<file path="src/sv/sxpd_pkg.sv">
// ----------------------------------------------------------------------------
// sxpd_pkg
// Types and constants shared by the sync-byte packet deframer files.
// ----------------------------------------------------------------------------
package sxpd_pkg;

  // Register and field widths
  localparam int unsigned BYTE_W      = 8;
  localparam int unsigned TICKS_W     = 20;
  localparam int unsigned COLOUR_W    = 24;
  localparam int unsigned CFG_IDX_W   = 2;
  localparam int unsigned PAYLOAD_LEN = 8;
  localparam int unsigned PAY_IDX_W   = $clog2(PAYLOAD_LEN);
  localparam int unsigned PAY_CNT_W   = PAY_IDX_W + 1;

  // Configuration reset values
  localparam logic [BYTE_W-1:0]  SYNC_RESET    = 8'hAA;
  localparam logic [TICKS_W-1:0] TIMEOUT_RESET = 20'd100000;
  localparam logic [TICKS_W-1:0] HOLD_RESET    = 20'd500000;

  // Status colours, GRB packed
  localparam logic [COLOUR_W-1:0] COLOUR_GOOD = 24'hFF0000;
  localparam logic [COLOUR_W-1:0] COLOUR_ERR  = 24'h00FF00;
  localparam logic [COLOUR_W-1:0] COLOUR_IDLE = 24'h101010;

  // Register indexes
  typedef enum logic [CFG_IDX_W-1:0] {
    CFG_SYNC    = 2'd0,
    CFG_TIMEOUT = 2'd1,
    CFG_HOLD    = 2'd2
  } cfg_idx_e;

  // Request kinds
  typedef enum logic {
    OP_BYTE = 1'b0,
    OP_TICK = 1'b1
  } op_e;

  // Result codes
  typedef enum logic [1:0] {
    EV_GOOD    = 2'd0,
    EV_TIMEOUT = 2'd1,
    EV_BADSUM  = 2'd2,
    EV_IDLE    = 2'd3
  } ev_code_e;

  typedef struct packed {
    logic [BYTE_W-1:0]  sync_value;
    logic [TICKS_W-1:0] packet_timeout_ticks;
    logic [TICKS_W-1:0] led_hold_ticks;
  } cfg_t;

  typedef struct packed {
    logic              op;
    logic [BYTE_W-1:0] rx_byte;
  } in_t;

  typedef struct packed {
    logic [1:0]           event_res;
    logic signed [7:0]    motor_0;
    logic signed [7:0]    motor_1;
    logic signed [7:0]    motor_2;
    logic signed [7:0]    motor_3;
    logic signed [7:0]    motor_4;
    logic signed [7:0]    motor_5;
    logic signed [7:0]    motor_6;
    logic signed [7:0]    motor_7;
    logic [COLOUR_W-1:0]  led_colour;
  } out_t;

endpackage

</file>
<file path="src/sv/sxpd_cfg_regs.sv">
// ----------------------------------------------------------------------------
// sxpd_cfg_regs
// Configuration registers: sync byte, packet timeout and colour hold time.
// ----------------------------------------------------------------------------
module sxpd_cfg_regs (
  input  logic                                 clk_i,
  input  logic                                 rst_ni,
  input  logic                                 cfg_we_i,
  input  logic [sxpd_pkg::CFG_IDX_W-1:0]       cfg_idx_i,
  input  logic [sxpd_pkg::TICKS_W-1:0]         cfg_wdata_i,
  output sxpd_pkg::cfg_t                       cfg_o
);
  import sxpd_pkg::*;

  cfg_t cfg_q;

  // Write decode; indexes beyond the list are dropped
  always_ff @(posedge clk_i or negedge rst_ni) begin
    if (!rst_ni) begin
      cfg_q.sync_value           <= SYNC_RESET;
      cfg_q.packet_timeout_ticks <= TIMEOUT_RESET;
      cfg_q.led_hold_ticks       <= HOLD_RESET;
    end else if (cfg_we_i) begin
      case (cfg_idx_i)
        CFG_SYNC:    cfg_q.sync_value           <= cfg_wdata_i[BYTE_W-1:0];
        CFG_TIMEOUT: cfg_q.packet_timeout_ticks <= cfg_wdata_i;
        CFG_HOLD:    cfg_q.led_hold_ticks       <= cfg_wdata_i;
        default: ;
      endcase
    end
  end

  assign cfg_o = cfg_q;

endmodule

</file>
<file path="src/sv/sxpd_core.sv">
// ----------------------------------------------------------------------------
// sxpd_core
// Deframer state: sync hunt, payload gather with running XOR, packet timer
// and colour hold timer. Produces at most one result per accepted request.
// ----------------------------------------------------------------------------
module sxpd_core #(
  parameter int unsigned TICK_COUNTER_WIDTH = 20
) (
  input  logic             clk_i,
  input  logic             rst_ni,
  input  sxpd_pkg::cfg_t   cfg_i,
  input  logic             accept_i,
  input  sxpd_pkg::in_t    in_data_i,
  output logic             push_o,
  output sxpd_pkg::out_t   push_data_o
);
  import sxpd_pkg::*;

  localparam int unsigned W  = TICK_COUNTER_WIDTH;
  localparam int unsigned CW = (W > TICKS_W) ? W : TICKS_W;
  localparam logic [W-1:0] CNT_MAX = {W{1'b1}};

  logic                 gathering_q, gathering_d;
  logic [PAY_CNT_W-1:0] count_q, count_d;
  logic [BYTE_W-1:0]    xor_q, xor_d;
  logic [W-1:0]         elapsed_q, elapsed_d;
  logic                 hold_active_q, hold_active_d;
  logic [W-1:0]         hold_q, hold_d;
  logic [BYTE_W-1:0]    store_q [PAYLOAD_LEN];
  logic                 store_we;

  logic [W-1:0]  elapsed_inc;
  logic          timeout_hit;
  logic [CW-1:0] hold_cfg_ext;
  logic [W-1:0]  hold_load;
  logic [W-1:0]  hold_dec;
  logic          good;
  logic [1:0]    ev;
  logic [COLOUR_W-1:0] colour;

  // Timer arithmetic
  always_comb begin
    elapsed_inc  = (elapsed_q != CNT_MAX) ? elapsed_q + W'(1) : elapsed_q;
    timeout_hit  = gathering_q &&
                   ((CW'(elapsed_inc) >= CW'(cfg_i.packet_timeout_ticks)) ||
                    (elapsed_inc == CNT_MAX));
    hold_cfg_ext = CW'(cfg_i.led_hold_ticks);
    hold_load    = (hold_cfg_ext > CW'(CNT_MAX)) ? CNT_MAX : W'(hold_cfg_ext);
    hold_dec     = (hold_q != '0) ? hold_q - W'(1) : hold_q;
  end

  // Next state and result selection
  always_comb begin
    gathering_d   = gathering_q;
    count_d       = count_q;
    xor_d         = xor_q;
    elapsed_d     = elapsed_q;
    hold_active_d = hold_active_q;
    hold_d        = hold_q;
    store_we      = 1'b0;
    push_o        = 1'b0;
    good          = 1'b0;
    ev            = EV_IDLE;
    colour        = COLOUR_IDLE;
    if (accept_i) begin
      if (in_data_i.op == OP_BYTE) begin
        if (!gathering_q) begin
          // sync hunt
          if (in_data_i.rx_byte == cfg_i.sync_value) begin
            gathering_d = 1'b1;
            count_d     = '0;
            xor_d       = '0;
            elapsed_d   = '0;
          end
        end else if (count_q < PAY_CNT_W'(PAYLOAD_LEN)) begin
          // payload byte
          store_we = 1'b1;
          xor_d    = xor_q ^ in_data_i.rx_byte;
          count_d  = count_q + PAY_CNT_W'(1);
        end else begin
          // check byte
          gathering_d   = 1'b0;
          count_d       = '0;
          hold_active_d = 1'b1;
          hold_d        = hold_load;
          push_o        = 1'b1;
          if (xor_q == in_data_i.rx_byte) begin
            good   = 1'b1;
            ev     = EV_GOOD;
            colour = COLOUR_GOOD;
          end else begin
            ev     = EV_BADSUM;
            colour = COLOUR_ERR;
          end
        end
      end else begin
        // time tick
        if (gathering_q) begin
          elapsed_d = elapsed_inc;
        end
        if (timeout_hit) begin
          gathering_d   = 1'b0;
          count_d       = '0;
          hold_active_d = 1'b1;
          hold_d        = hold_load;
          push_o        = 1'b1;
          ev            = EV_TIMEOUT;
          colour        = COLOUR_ERR;
        end else if (hold_active_q) begin
          hold_d = hold_dec;
          if (hold_dec == '0) begin
            hold_active_d = 1'b0;
            push_o        = 1'b1;
            ev            = EV_IDLE;
            colour        = COLOUR_IDLE;
          end
        end
      end
    end
  end

  // Result payload; motors only on a good packet
  always_comb begin
    push_data_o.event_res  = ev;
    push_data_o.motor_0    = good ? $signed(store_q[0]) : '0;
    push_data_o.motor_1    = good ? $signed(store_q[1]) : '0;
    push_data_o.motor_2    = good ? $signed(store_q[2]) : '0;
    push_data_o.motor_3    = good ? $signed(store_q[3]) : '0;
    push_data_o.motor_4    = good ? $signed(store_q[4]) : '0;
    push_data_o.motor_5    = good ? $signed(store_q[5]) : '0;
    push_data_o.motor_6    = good ? $signed(store_q[6]) : '0;
    push_data_o.motor_7    = good ? $signed(store_q[7]) : '0;
    push_data_o.led_colour = colour;
  end

  // Control state
  always_ff @(posedge clk_i or negedge rst_ni) begin
    if (!rst_ni) begin
      gathering_q   <= 1'b0;
      count_q       <= '0;
      xor_q         <= '0;
      elapsed_q     <= '0;
      hold_active_q <= 1'b0;
      hold_q        <= '0;
    end else begin
      gathering_q   <= gathering_d;
      count_q       <= count_d;
      xor_q         <= xor_d;
      elapsed_q     <= elapsed_d;
      hold_active_q <= hold_active_d;
      hold_q        <= hold_d;
    end
  end

  // Payload store, filled in order before every check byte
  always_ff @(posedge clk_i) begin
    if (store_we) begin
      store_q[count_q[PAY_IDX_W-1:0]] <= in_data_i.rx_byte;
    end
  end

endmodule

</file>
<file path="src/sv/sxpd_outbuf.sv">
// ----------------------------------------------------------------------------
// sxpd_outbuf
// Result register with a skid stage, so a request is taken while a result
// still waits downstream.
// ----------------------------------------------------------------------------
module sxpd_outbuf (
  input  logic             clk_i,
  input  logic             rst_ni,
  input  logic             push_i,
  input  sxpd_pkg::out_t   push_data_i,
  output logic             full_o,
  output logic             out_valid_o,
  input  logic             out_stall_i,
  output sxpd_pkg::out_t   out_data_o
);
  import sxpd_pkg::*;

  logic main_valid_q, skid_valid_q;
  out_t main_q, skid_q;
  logic pop;

  assign pop = main_valid_q && !out_stall_i;

  // Valid bits
  always_ff @(posedge clk_i or negedge rst_ni) begin
    if (!rst_ni) begin
      main_valid_q <= 1'b0;
      skid_valid_q <= 1'b0;
    end else if (!main_valid_q || pop) begin
      main_valid_q <= skid_valid_q || push_i;
      skid_valid_q <= 1'b0;
    end else if (push_i) begin
      skid_valid_q <= 1'b1;
    end
  end

  // Payload; no push happens while the skid stage is occupied
  always_ff @(posedge clk_i) begin
    if (!main_valid_q || pop) begin
      main_q <= skid_valid_q ? skid_q : push_data_i;
    end else if (push_i) begin
      skid_q <= push_data_i;
    end
  end

  assign full_o      = skid_valid_q;
  assign out_valid_o = main_valid_q;
  assign out_data_o  = main_q;

endmodule

</file>
<file path="src/sv/sync_xor_packet_deframer_unit.sv">
// ----------------------------------------------------------------------------
// sync_xor_packet_deframer_unit
// A result is registered; it waits in the skid stage if the result register is held.
// Throughput: one request per cycle while the input is not stalled; the state update is a single pass.
// Input stalls only when both the result register and the skid stage hold
// results that downstream has not taken.
// Reset: asynchronous, active low; registers return to their reset values,
// no results pending, sync hunt idle, colour timer off.
// ----------------------------------------------------------------------------
module sync_xor_packet_deframer_unit #(
  parameter int unsigned TICK_COUNTER_WIDTH = 20
) (
  input  logic                              clk_i,
  input  logic                              rst_ni,
  input  logic                              cfg_we_i,
  input  logic [sxpd_pkg::CFG_IDX_W-1:0]    cfg_idx_i,
  input  logic [sxpd_pkg::TICKS_W-1:0]      cfg_wdata_i,
  input  logic                              in_valid_i,
  output logic                              in_stall_o,
  input  sxpd_pkg::in_t                     in_data_i,
  output logic                              out_valid_o,
  input  logic                              out_stall_i,
  output sxpd_pkg::out_t                    out_data_o
);
  import sxpd_pkg::*;

  cfg_t cfg;
  logic accept;
  logic push;
  logic full;
  out_t push_data;

  assign in_stall_o = full;
  assign accept     = in_valid_i && !full;

  sxpd_cfg_regs u_cfg (
    .clk_i       (clk_i),
    .rst_ni      (rst_ni),
    .cfg_we_i    (cfg_we_i),
    .cfg_idx_i   (cfg_idx_i),
    .cfg_wdata_i (cfg_wdata_i),
    .cfg_o       (cfg)
  );

  sxpd_core #(
    .TICK_COUNTER_WIDTH (TICK_COUNTER_WIDTH)
  ) u_core (
    .clk_i       (clk_i),
    .rst_ni      (rst_ni),
    .cfg_i       (cfg),
    .accept_i    (accept),
    .in_data_i   (in_data_i),
    .push_o      (push),
    .push_data_o (push_data)
  );

  sxpd_outbuf u_outbuf (
    .clk_i       (clk_i),
    .rst_ni      (rst_ni),
    .push_i      (push),
    .push_data_i (push_data),
    .full_o      (full),
    .out_valid_o (out_valid_o),
    .out_stall_i (out_stall_i),
    .out_data_o  (out_data_o)
  );

endmodule

</file>
<file path="config.mk">
export PLATFORM = sky130hd
export DESIGN_NAME = sync_xor_packet_deframer_unit
export DESIGN_NICKNAME = d
export VERILOG_FILES = /design/src/sv/sxpd_pkg.sv /design/src/sv/sxpd_cfg_regs.sv /design/src/sv/sxpd_core.sv /design/src/sv/sxpd_outbuf.sv /design/src/sv/sync_xor_packet_deframer_unit.sv
export SDC_FILE = /design/constraint.sdc
export NUM_CORES = 1
export LEC_CHECK = 0
export BUFFER_PORTS_ARGS = -buffer_cell sky130_fd_sc_hd__buf_2
export CORE_MARGIN = 2
export CORE_UTILIZATION = 54
export DETAILED_ROUTE_END_ITERATION = 16
export GPL_TIMING_DRIVEN = 0
export PLACE_DENSITY = 0.76
export SETUP_SLACK_MARGIN = 0.3
export SLEW_MARGIN = 25
export SYNTH_ARGS = -nofsm -noshare
export SYNTH_HDL_FRONTEND = slang
export SYNTH_SLANG_ARGS = --single-unit
</file>
<file path="constraint.sdc">
create_clock -name clk_i -period 5.4 [get_ports clk_i]
set_input_delay 0 -clock clk_i [delete_from_list [all_inputs] [get_ports clk_i]]
set_output_delay 0 -clock clk_i [all_outputs]
set_load 0.02 [all_outputs]
</file>
# Yosys cells after proc, flatten, opt, wreduce, memory -nomap -nowiden
# Memories as Yosys holds them, arrays and structs flattened.
# Cells that the tools add are included.
# W data, S select, Z words.
[totals]
register_bits = 284
latchBits = 0
ramBits = 64
romBits = 0
inputBits = 36
out_inout_bits = 92
word_cells = 151
memories = 1
[mem_list]
columns = ["name", "depth", "word_bits", "rd", "rd_clocked_by_memory_dff", "write_ports", "line_no", "rtl"]
rows = [
  ["u_core.store_q", 8, 8, 8, 0, 1, "sxpd_core.sv:29", "logic [BYTE_W-1:0] store_q [PAYLOAD_LEN];"],
]
[op_classes]
n_addsub = 3
n_mul = 0
div = 0
n_lt_le_gt_ge = 3
n_eq_ne = 12
shifts = 0
mux = 71
bitwise = 3
n_reduce_logical = 27
[ops]
columns = ["op", "count"]
rows = [
  ["$mux W20", 12],
  ["$mux W24", 5],
  ["$mux W90", 1],
  ["$mux W8", 11],
  ["$mux W1", 30],
  ["$mux W21", 1],
  ["$add A20 B1 Y20 const B", 1],
  ["$eq A20 B20 Y1 const B", 1],
  ["$ge A20 B20 Y1", 1],
  ["$gt A20 B20 Y1 const B", 1],
  ["$logic_not A20 Y1", 1],
  ["$mux W4", 5],
  ["$ne A20 B20 Y1 const B", 1],
  ["$reduce_bool A20 Y1", 1],
  ["$sub A20 B1 Y20 const B", 1],
  ["$eq A8 B8 Y1", 2],
  ["$mux W2", 6],
  ["$reduce_and A4 Y1", 3],
  ["$reduce_and A2 Y1", 5],
  ["$reduce_bool A2 Y1", 4],
  ["$xor A8 B8 Y8", 1],
  ["$ne A2 B2 Y1 const B", 3],
  ["$reduce_and A3 Y1", 2],
  ["$add A4 B1 Y4 const B", 1],
  ["11 further kinds", 19],
]

# Depth between registers and ports, before layout
# Gate-level depths: netlist (run 1).
[depth]
word_depth = 10
depth_mapped = 21
mapped_depth_nobuf = 17

# By module
# Synthesis (run 1) repeated with hierarchy kept, for this count alone.
[unflattened]
hier_cells = 1128
hier_area_um2 = 16071.7
[modules_own_cells]
columns = ["mod", "n_inst", "cells_each", "area_per_inst_um2", "seq_area_each_um2"]
rows = [
  ["sxpd_core", 1, 738, 7254.5, 3273.1],
  ["sxpd_outbuf", 1, 286, 6961.7, 5455.2],
  ["sxpd_cfg_regs", 1, 103, 1841.8, 1222.4],
  ["sync_xor_packet_deframer_unit", 1, 1, 13.8, 0.0],
]

# Least setup slack after synthesis (run 1)
# OpenSTA, ideal clock, no wires.
[synth_timing]
path_type = "register to register"
from = "register u_core.elapsed_q[0]"
to = "register u_outbuf.skid_q[12] (netlist bit) (enable)"
setup_ps = 435
arrival_ps = 4963
required_time_ps = 4965
slack_ps = 2
stages_incl_launch_ff = 17
path_buffers = 2
synth_period_minus_slack_ps = 5398
path_cell_list = "dfrtp_1 ha_1 clkbuf_1 and4_1 and4_1 nand2_1 clkbuf_1 nand2_1 nor2_1 xor2_1 ha_1 nand4_1 or4_1 a21oi_1 a31oi_2 o221ai_2 and4_1"
[synth_between]
elab_chain_len = 9
elab_cells_between_ends = 11
cone_classes = "1 x add/sub; 1 x order compare; 2 x eq/ne; 4 x mux; 3 x reduce/logical"
[synth_rtl]
columns = ["item", "line_no", "rtl"]
rows = [
  ["start, declared", "sxpd_core.sv:26", "logic [W-1:0] elapsed_q, elapsed_d;"],
  ["start signal, assigned", "sxpd_core.sv:149", "elapsed_q <= elapsed_d;"],
  ["$add A20 B1 Y20 / $ne A20 B20 Y1 (equally long branches)", "sxpd_core.sv:43", "elapsed_inc = (elapsed_q != CNT_MAX) ? elapsed_q + W'(1) : elapsed_q;"],
  ["$mux W20 (*)", "sxpd_core.sv:43", ""],
  ["$ge A20 B20 Y1 / $eq A20 B20 Y1 (equally long branches)", "sxpd_core.sv:45, sxpd_core.sv:46", ""],
  ["$logic_or A1 B1 Y1 (*)", "sxpd_core.sv:45", "((CW'(elapsed_inc) >= CW'(cfg_i.packet_timeout_ticks)) ||"],
  ["$logic_and A1 B1 Y1 (*)", "sxpd_core.sv:44", "timeout_hit = gathering_q &&"],
  ["$mux W1 (*)", "sxpd_core.sv:101", "if (timeout_hit) begin"],
  ["$mux W1 (*)", "sxpd_core.sv:66", "if (in_data_i.op == OP_BYTE) begin"],
  ["$mux W1 (*)", "sxpd_core.sv:65", "if (accept_i) begin"],
  ["$reduce_and A2 Y1 (no line) (*)", "-", ""],
  ["end signal, assigned", "sxpd_outbuf.sv:42", "skid_q <= push_data_i;"],
  ["end, declared", "sxpd_outbuf.sv:19", "out_t main_q, skid_q;"],
]
# Mark *: on every way between the ends. The rest lies on a longest branch, timed or not.
# A chain may end at the register's enable or synchronous reset.

# Worst setup path after layout (run 1)
[layout_timing]
from = "register u_core.elapsed_q[0]"
to = "register u_outbuf.skid_q[15] (netlist bit) (enable)"
# Same word-level chain as after synthesis.

==> impl_metrics.yaml, run 1 <==
clock_network:
  htreeDepth: 2
  clk_latency_ns: 0.52
  clk_pin_slew_ns: 0.06
  clockBufferDepth: 3
  clock_sinks: 310
  cts_root_buf: "clkbuf_16"
  tritoncts: "built"
  cts_made_buffers: 34
synthesis:
  yosys.area.top_type: "edfxtp_1"
  synth_compound_area_share_pct: 11.47
  synth_top_family_by_area: "simple AND/OR/NAND/NOR gates"
  netlist_top_cells_count: "edfxtp_1 (206), dfrtp_1 (87), a21o_1 (70), and2_1 (69), nand2_1 (68)"
  synth_edf_count: 206
  synth.top_cell.area_share_pct: 44.15
  synthXorXnorAreaFrac_pct: 2.063
  yosysWarnings: 0
  synthSimpleGateAreaFrac_pct: 12.79
  async_flop_share_pct: 33.55
  synth_area_per_cell_sq_um: 12.69
  seq_area_frac_synth_pct: 62.87
  syn-cell-area_sq_um: 14010
  synth.most_common_cell: "edfxtp_1"
  syn_inst: 1104
  muxShareOfSynthArea_pct: 4.358
  ys_types: 67
  synthAdderAreaFrac_pct: 2.232
  synth_ff_type: "edfxtp_1"
  synth_seq_cells: 310
  ys_top_cells_by_area: "edfxtp_1 (44%), dfrtp_1 (16%), mux2_2 (3.9%), a21o_1 (3.8%), dfstp_2 (3.2%)"
layout:
  nets: 1366
  final_area_sq_um: 16640
  syn2layout_area_growth_pct: 18.77
  layout-drive-gt1-share_pct: 21.88
power_and_ir_drop:
  p_leak_nw: 7.284
  power_mw: 6.357
  power_frac_seq_pct: 47.7
  p_per_area_nw_per_um2: 382.0
  switchingPower_mw: 1.758
  swShare_pct: 27.66
  power_frac_comb_pct: 16.5
  clkPwrFrac_pct: 35.7
  ir_drop_uv: 273.0
  p_int_mw: 4.599
place:
  place_congestion: 0.9013
  pre_cts_ws_ns: 0.2789
  postPlaceCellArea_sq_um: 15160
  io_buffers: 119
  dp_hpwl_um: 21140
routing:
  drt-total-wl_um: 31780
  avgViaCountPerCell: 5.721
  drc_errors: 0
  wl_per_cell_um: 19.13
  drt-initial-drc-count: 932
  firstDrtPassIters: 5
  ant_nets: 0
  num_vias: 9502
die:
  fp.dieH_um: 165.1
  start_util_pct: 55.33
  rows: 58
  dieWidth_um: 165.1
  coreArea_sq_um: 25330
  dieArea_sq_um: 27250
  ioPinCount: 128
global_route:
  grt_overflow: 0
  grt_pass1_vias: 9377
  grt_use_total_pct: 23.87
  grt_pass1_wl_um: 50160
  grt_max_degree: 61
  antenna_found_initial: 1
sta:
  rsz0062_at_grt: "false"
  worst_pin_slew_ns: 0.8593
  slew-limit-headroom_pct: 42.27
  fin_setup_tns_ns: 0
  skew_ns: 0.02227
  timing.fmax_ghz: 0.2084
  finalHoldViolCount: 0
  hold_ws_ns: 0.02335
  setup_slack_ns: 0.6023
  drv_slew: 0
  setup_violations: 0
  period_minus_slack_ns: 4.798
  finalCritPeriodShare_pct: 88.85
job:
  max-cap-violations: 0
critical_path:
  crit_type: "flop to flop"
  end_kind: "flop"
  path_cells: "ha_1, clkbuf_2, and4_2, and4_1, nand2_1, clkbuf_2, nand2_1, nor2_1, xor2_1, ha_1, nand4_1, or4_1, a21oi_1, a31oi_4, o221ai_2, and4_2"
  cp.required_ns: 5.57
  cp_max_fo: 14
  worstPathArrival_ns: 4.96
  start_kind: "flop"
  critPathSlowestCell: "and4_2"
  max_stage_delay_ns: 0.59
run_status:
  outcome: "completed"
hold_path:
  holdCritPathClass: "primary input to flop"
-- critical path: cells and delay by family (launching register included) --
kind,cells,cell delay [ns]
simple gates,8,2.25
compound gates,3,0.69
fa+ha+maj,2,0.52
buf+inv,2,0.42
flops,1,0.42
xor+xnor,1,0.11
-- per-layer routing --
layer | global-route usage, % | share of wire, % | vias up
li1 | - | - | 4476
met1 | 31.92 | 43 | 4631
met4 | 8.656 | 3.1 | 0
met5 | 0 | 0 | -
met3 | 3.996 | 6.1 | 62
met2 | 39.62 | 48 | 333
-- worst paths after layout --
path	startpoint	end	slack [ns]	cells after the start
setup / recovery	u_core.elapsed_q[0]	u_outbuf.skid_q[15]	0.60	16
hold / removal	in_data_i[8]	u_core.gathering_q	0.02	3
setup reg to reg	u_core.elapsed_q[0]	u_outbuf.skid_q[15]	0.60	16
hold reg to reg	u_cfg.cfg_o[14]	u_core.hold_q[14]	0.49	1
max in group asynchronous	rst_ni	u_cfg.cfg_o[47]	4.67	3
min in group asynchronous	rst_ni	u_core.elapsed_q[13]	0.03	2
-- power by group through the flow --
| stage | logic, mW | clock network (mW) | registers [mW] |
|---|---|---|---|
| 2_1_floorplan | 0.684 | 0 | 3.07 |
| 3_3_place_gp | 0.973 | 0 | 3.06 |
| 3_5_place_dp | 1.02 | 0 | 3.07 |
| 4_1_cts | 1.05 | 2.32 | 3.03 |
| 5_1_grt | 1.16 | 2.41 | 3.07 |
| 6_report | 1.05 | 2.27 | 3.04 |
-- per-stage QoR --
step | util (%) | cells
2_1_floorplan | - | 1110
3_3_place_gp | 59.40 | 1559
3_5_place_dp | 59.85 | 1563
4_1_cts | 65.52 | 1657
5_1_grt | 65.71 | 1661
6_report | 65.71 | 1661
-- logic make-up (layout without fill, tap and decap cells) --
group	count (synthesis)	in the layout
AO/OA/AOI/OAI	225	225
XOR/XNOR	33	33
adder cells (fa/ha/maj)	25	25
buffers and inverters	130	349
flip-flops	310	310
multiplexers	55	55
other	1	8
AND/OR/NAND/NOR	325	326
-- flip-flops by register name, indices dropped and copies added, names as in the netlist, 4 cells and up --
register	cells
u_cfg.cfg_o	48
u_core.elapsed_q	20
u_core.xor_q	8
u_outbuf.out_data_o	71
u_outbuf.skid_q	71
u_core.hold_q	20
u_core.store_q	64
u_core.count_q	4
-- area by class of cell --
class | count | area [sq um]
clock inverters | 11 | 135.1
plain buffers | 82 | 410.4
diodes | 1 | 2.502
multi-input cells | 671 | 4712
clock buffers | 50 | 962.2
fillers | 1842 | 8685
inverters | 48 | 180.2
flip-flops and latches | 310 | 8810
well taps | 330 | 412.9
repair buffers | 158 | 1017
-- placed cells by master (no fill, tap or decap), types with 17 or more instances in the layout --
cell type and n:
dfstp_2 17, nor2_1 32, buf_2 130, clkbuf_1 58
and2_1 69, o21ai_0 27, dlygate4sd3_1 32, clkbuf_16 35
edfxtp_1 206, a21o_1 70, a22o_1 17, inv_1 47
a21oi_1 41, nand2_1 67, dfrtp_1 87, ha_1 25
mux2_2 48, xnor2_1 19, buf_4 24, nor3_1 28
-- repair_timing --
| item | 4_1_cts | 5_1_grt |
|---|---|---|
| cloned | 1 | 0 |
| hold buffers | 32 | 0 |
| setup endpoints to repair | 46 | 89 |
| hold endpoints to repair | 211 | 0 |
| pin swaps | 1 | 2 |
| resized for setup | 2 | 5 |
| setup buffers | 0 | 3 |
No activity file was read; power rests on OpenSTA's default activity.
==> run 2, diff against run 1 <==
- CORE_UTILIZATION: 54 -> 60
- PLACE_DENSITY: 0.76 -> 0.8
- clock period: 5.4 -> 6 ns (I/O delays scaled with it)
==> run 2 against run 1 <==
Global-route usage increased by 1.6 points. Combinational power fell by 10%. Hold slack better by 0.015 ns. First-iteration DRC count shrank 30%. Setup slack improved by 0.15 ns. Maximum frequency down 8.6%. Final area down 0.88%. Core utilization up 6.7 points. Clock power shrank 20%. Total power shrank 14%. Cell count decreased by 1.5%. Non-clock buffer count unchanged.
==> impl_metrics.yaml, run 2 (synthesis results as in run 1) <==
run_status:
  outcome: "completed"
critical_path:
  r2r_setup_slack_ns: 0.75
  critPathSlowestCell: "nor3_2"
  max_stage_delay_ns: 0.60
  cp_max_fo: 9
  crit_family: "compound AO/OA/AOI/OAI gates"
  path_cells: "ha_1, clkbuf_1, and4_1, nand4_1, nor3_2, nor3_1, xor2_1, ha_1, a211o_1, o211ai_1, a21oi_1, o221ai_1, a21oi_1, a31oi_2, o221ai_2, a21oi_1, nand2_1, dlygate4sd3_1"
  start_kind: "flop"
  worstPathArrival_ns: 5.69
  r2r_end: "u_outbuf.out_valid_o"
  r2r_start: "u_core.elapsed_q[0]"
  end_kind: "flop"
  crit_type: "flop to flop"
  cp.required_ns: 6.44
  cpMostUsedCell: "a21oi_1"
  rr_worst_depth: 18
  crit_start: "u_core.elapsed_q[0]"
  cp_num_buf_inv: 2
place:
  place_congestion: 0.9147
  dp_hpwl_um: 20480
  io_buffers: 119
routing:
  wl_met3_um: 1701
  drc_errors: 0
  wl_per_cell_um: 18.77
  avgViaCountPerCell: 5.770
  wl_met1_um: 12920
  ant_nets: 0
  firstDrtPassIters: 5
  num_vias: 9440
  highest_layer: "met4"
  dr_wl_met2_um: 15430
  drt-initial-drc-count: 650
  drt-total-wl_um: 30710
power_and_ir_drop:
  ir_drop_uv: 251.5
  power_mw: 5.490
  power_frac_seq_pct: 49.7
  p_per_area_nw_per_um2: 332.8
  switchingPower_mw: 1.508
  p_int_mw: 3.982
  power_frac_comb_pct: 17.1
  clkPwrFrac_pct: 33.2
  p_leak_nw: 7.196
  swShare_pct: 27.47
sta:
  timing.fmax_ghz: 0.1906
  slew-limit-headroom_pct: 41.02
  drv_slew: 0
  rsz0062_at_grt: "false"
  hold_ws_ns: 0.03866
  period_minus_slack_ns: 5.247
  finalCritPeriodShare_pct: 87.45
  worst_pin_slew_ns: 0.8773
  setup_violations: 0
  finalHoldViolCount: 0
  skew_ns: 0.008324
layout:
  fill_cells: 1483
  syn2layout_area_growth_pct: 17.72
  layout-drive-gt1-share_pct: 21.03
  postLayoutCoreUtil_pct: 72.42
  final_cell_mix: "edfxtp_1 (206), buf_2 (129), dfrtp_1 (87)"
  layout_commonest_cell: "edfxtp_1"
  nets: 1361
clock_network:
  clk_latency_ns: 0.56
  tritoncts: "built"
  clock_sinks: 310
  cts_resized: 0
  clk_pin_slew_ns: 0.06
  clockBufferDepth: 3
  cts_setup_buffers: 0
  cts_hold_buf: 36
  cts_made_buffers: 30
  htreeDepth: 1
  cts_root_buf: "clkbuf_16"
die:
  fp.dieH_um: 156.8
  coreArea_sq_um: 22780
  start_util_pct: 61.52
  dieArea_sq_um: 24590
  rows: 55
  dieWidth_um: 156.8
  ioPinCount: 128
job:
  max-cap-violations: 0
global_route:
  grt_pass1_wl_um: 48930
  grt_max_degree: 57
  grt_overflow: 0
  grt_pass1_vias: 9341
  grt_use_total_pct: 25.42
  antenna_found_initial: 1
hold_path:
  holdCritPathClass: "primary input to async pin"
-- run 2: per-layer routing --
metal	up-vias	track usage, %
met1	4600	33.86
met4	0	6.728
met2	324	43.90
met3	52	3.849
li1	4464	-
met5	-	0
-- run 2: worst max path at each step --
stage                                 to  slack (ns)  cells past startpoint
finish              u_outbuf.out_valid_o        0.75                     18
global placement     u_outbuf.skid_q[67]       -0.70                     16
global route        u_outbuf.out_valid_o        0.45                     18
CTS                 u_outbuf.out_valid_o        0.84                     18
floorplan            u_outbuf.skid_q[12]        0.60                     16
detailed placement     u_core.hold_q[17]        0.93                     18
-- run 2: final cells by class --
cell class,count,area [sq um],area share [%]
clock inverters,10,127.6,0.7737
inverters,48,180.2,1.092
multi-input cells,670,4688,28.42
repair buffers,158,1055,6.394
diodes,1,2.502,0.01517
plain buffers,82,407.9,2.473
clock buffers,44,833.3,5.052
flip-flops and latches,310,8810,53.41
well taps,313,391.6,2.374
-- run 2: power by group through the flow --
stage / Sequential, mW / Clock, mW / Combinational (mW)
after floorplan: 2.76 / 0 / 0.615
after global placement: 2.75 / 0 / 0.869
after detailed placement: 2.76 / 0 / 0.904
after CTS: 2.72 / 1.85 / 0.934
after global routing: 2.76 / 1.93 / 1.04
final: 2.73 / 1.82 / 0.940
-- run 2: per-stage QoR --
stage	setup WS (ns)	TNS, ns	instance area (sq um)	cells
after global routing	0.4530	0	16500	1636
after floorplan	0.6020	0	14030	1110
after CTS	0.8372	0	16480	1635
final	0.7530	0	16500	1636
after detailed placement	0.9315	0	15140	1545
after global placement	-0.7043	-49.45	15020	1542
==> run 3, diff against run 2 <==
- PLACE_DENSITY: 0.8 -> not set
- PLACE_DENSITY_LB_ADDON: not set -> 0.12
==> run 3 against run 2 <==
Sequential power is essentially flat. Clock-buffer cell count is 7 lower. Via count shrank 1.7%. Register-to-register slack better by 0.15 ns. Critical path depth is the same. First-iteration DRC count increased by 9.8%. Core utilization is 0.19 points higher. Cell count hardly changed. Final area rose by 0.27%. Largest power group unchanged.
==> impl_metrics.yaml, run 3 (synthesis results as in run 1) <==
clock_network:
  cts_made_buffers: 31
  clockBufferDepth: 3
  htreeDepth: 1
  cts_setup_buffers: 0
  clock_sinks: 310
  tritoncts: "built"
  clk_pin_slew_ns: 0.07
  cts_root_buf: "clkbuf_16"
  clk_latency_ns: 0.55
layout:
  final_cell_mix: "edfxtp_1 (206), buf_2 (129), dfrtp_1 (87)"
  final_cells: 1637
  nets: 1361
  antenna_cells: 0
  syn2layout_area_growth_pct: 18.04
  fill_cells: 1541
  postLayoutCoreUtil_pct: 72.61
  seq_area_sq_um: 8810
  final_area_sq_um: 16540
  multi_input_area_sq_um: 4692
  layout-drive-gt1-share_pct: 21.53
  layout_commonest_cell: "edfxtp_1"
die:
  dieArea_sq_um: 24590
  rows: 55
  coreArea_sq_um: 22780
  fp.dieH_um: 156.8
  dieWidth_um: 156.8
  ioPinCount: 128
  start_util_pct: 61.52
global_route:
  grt_max_degree: 71
  grt_overflow: 0
  grt_pass1_vias: 9125
  grt_use_total_pct: 24.76
  grt_pass1_wl_um: 47710
  antenna_found_initial: 0
routing:
  num_vias: 9281
  drt-initial-drc-count: 714
  avgViaCountPerCell: 5.670
  firstDrtPassIters: 5
  drt-total-wl_um: 29740
  wl_per_cell_um: 18.17
  drc_errors: 0
  ant_nets: 0
critical_path:
  cp_max_fo: 9
  worstPathArrival_ns: 5.53
  cp.required_ns: 6.43
  cp_num_buf_inv: 2
  critPathSlowestCell: "nor3_2"
  start_kind: "flop"
  crit_type: "flop to flop"
  end_kind: "flop"
  crit_family: "compound AO/OA/AOI/OAI gates"
  max_stage_delay_ns: 0.58
  cpMostUsedCell: "a21oi_1"
  path_cells: "ha_1, clkbuf_1, and4_1, nand4_1, nor3_2, nor3_1, xor2_1, ha_1, a211o_1, o211ai_1, a21oi_1, o221ai_1, a21oi_1, a31oi_2, o221ai_2, a21oi_1, nand2_1, dlygate4sd3_1"
place:
  dp_hpwl_um: 19940
  io_buffers: 119
  place_inst: 1545
  place_congestion: 0.9156
  postPlaceCellArea_sq_um: 15140
sta:
  skew_ns: 0.01550
  timing.fmax_ghz: 0.1962
  drv_slew: 0
  finalCritPeriodShare_pct: 84.95
  worst_pin_slew_ns: 0.9540
  setup_violations: 0
  slew-limit-headroom_pct: 35.91
  fin_setup_tns_ns: 0
  finalHoldViolCount: 0
  period_minus_slack_ns: 5.097
  rsz0062_at_grt: "false"
power_and_ir_drop:
  ir_drop_uv: 276.3
  power_mw: 5.590
  p_leak_nw: 7.223
  p_per_area_nw_per_um2: 338.0
job:
  max-cap-violations: 0
hold_path:
  holdCritPathClass: "primary input to flop"
run_status:
  outcome: "completed"
[run 3: changes by cell type in the layout (fill, tap and decap cells not counted), moves of 2 or more]
cell	before	now
clkinv_2	2	5
clkbuf_1	59	53
clkbuf_8	3	1
clkinv_4	1	3
clkinvlp_2	0	2
bufinv_16	2	4
[run 3: report_power, final]
group / leakage [nW] / switching [mW] / total (mW) / internal [mW]
logic: 3.53 / 0.540 / 0.934 / 0.394
clock network: 0.495 / 0.791 / 1.92 / 1.13
registers: 3.20 / 0.194 / 2.73 / 2.54
total: 7.22 / 1.53 / 5.59 / 4.06
[run 3: tightest hold or removal path: stages]
cell     delay (ns)
buf_2          0.12
nand2_4        0.22
nor2_1         0.17
[run 3: area by class of cell]
| type | instances | area share, % |
|---|---|---|
| flip-flops and latches | 310 | 53.26 |
| clock inverters | 20 | 1.286 |
| inverters | 48 | 1.089 |
| well taps | 313 | 2.368 |
| multi-input cells | 670 | 28.37 |
| repair buffers | 157 | 6.271 |
| plain buffers | 82 | 2.466 |
| clock buffers | 37 | 4.887 |
[run 3: path summary, 6_finish.rpt]
check / start / end / slack [ns] / depth (start not counted)
hold reg to reg: u_cfg.cfg_o[6] / u_cfg.cfg_o[6] / 0.50 / 1
setup / recovery: u_core.elapsed_q[0] / u_outbuf.out_valid_o / 0.90 / 18
min in group asynchronous: rst_ni / u_core.elapsed_q[18] / 0.51 / 4
setup reg to reg: u_core.elapsed_q[0] / u_outbuf.out_valid_o / 0.90 / 18
max in group asynchronous: rst_ni / u_cfg.cfg_o[47] / 5.11 / 4
hold / removal: out_stall_i / u_outbuf.full_o / 0.02 / 3
[run 3: timing repair]
item                      CTS  global route
resized for setup           0             0
hold buffers               35             0
hold endpoints to repair  202             0
[run 3: per-stage QoR]
| stage | hold slack [ns] | setup WS, ns |
|---|---|---|
| after floorplan | -0.2956 | 0.6020 |
| after global placement | 0.2529 | -0.7326 |
| after detailed placement | -0.07467 | 1.010 |
| after CTS | 0.008707 | 0.9775 |
| after global routing | 0.04088 | 0.5395 |
| final | 0.01733 | 0.9028 |
[run 3: routing by layer]
layer  global-route usage (%)  up-vias  routed length, um
li1                         -     4445                  -
met1                    32.39     4510              12550
met2                    42.71      269              14840
met3                    3.323       57               1376
met4                    8.650        0                977
met5                        0        -                  0
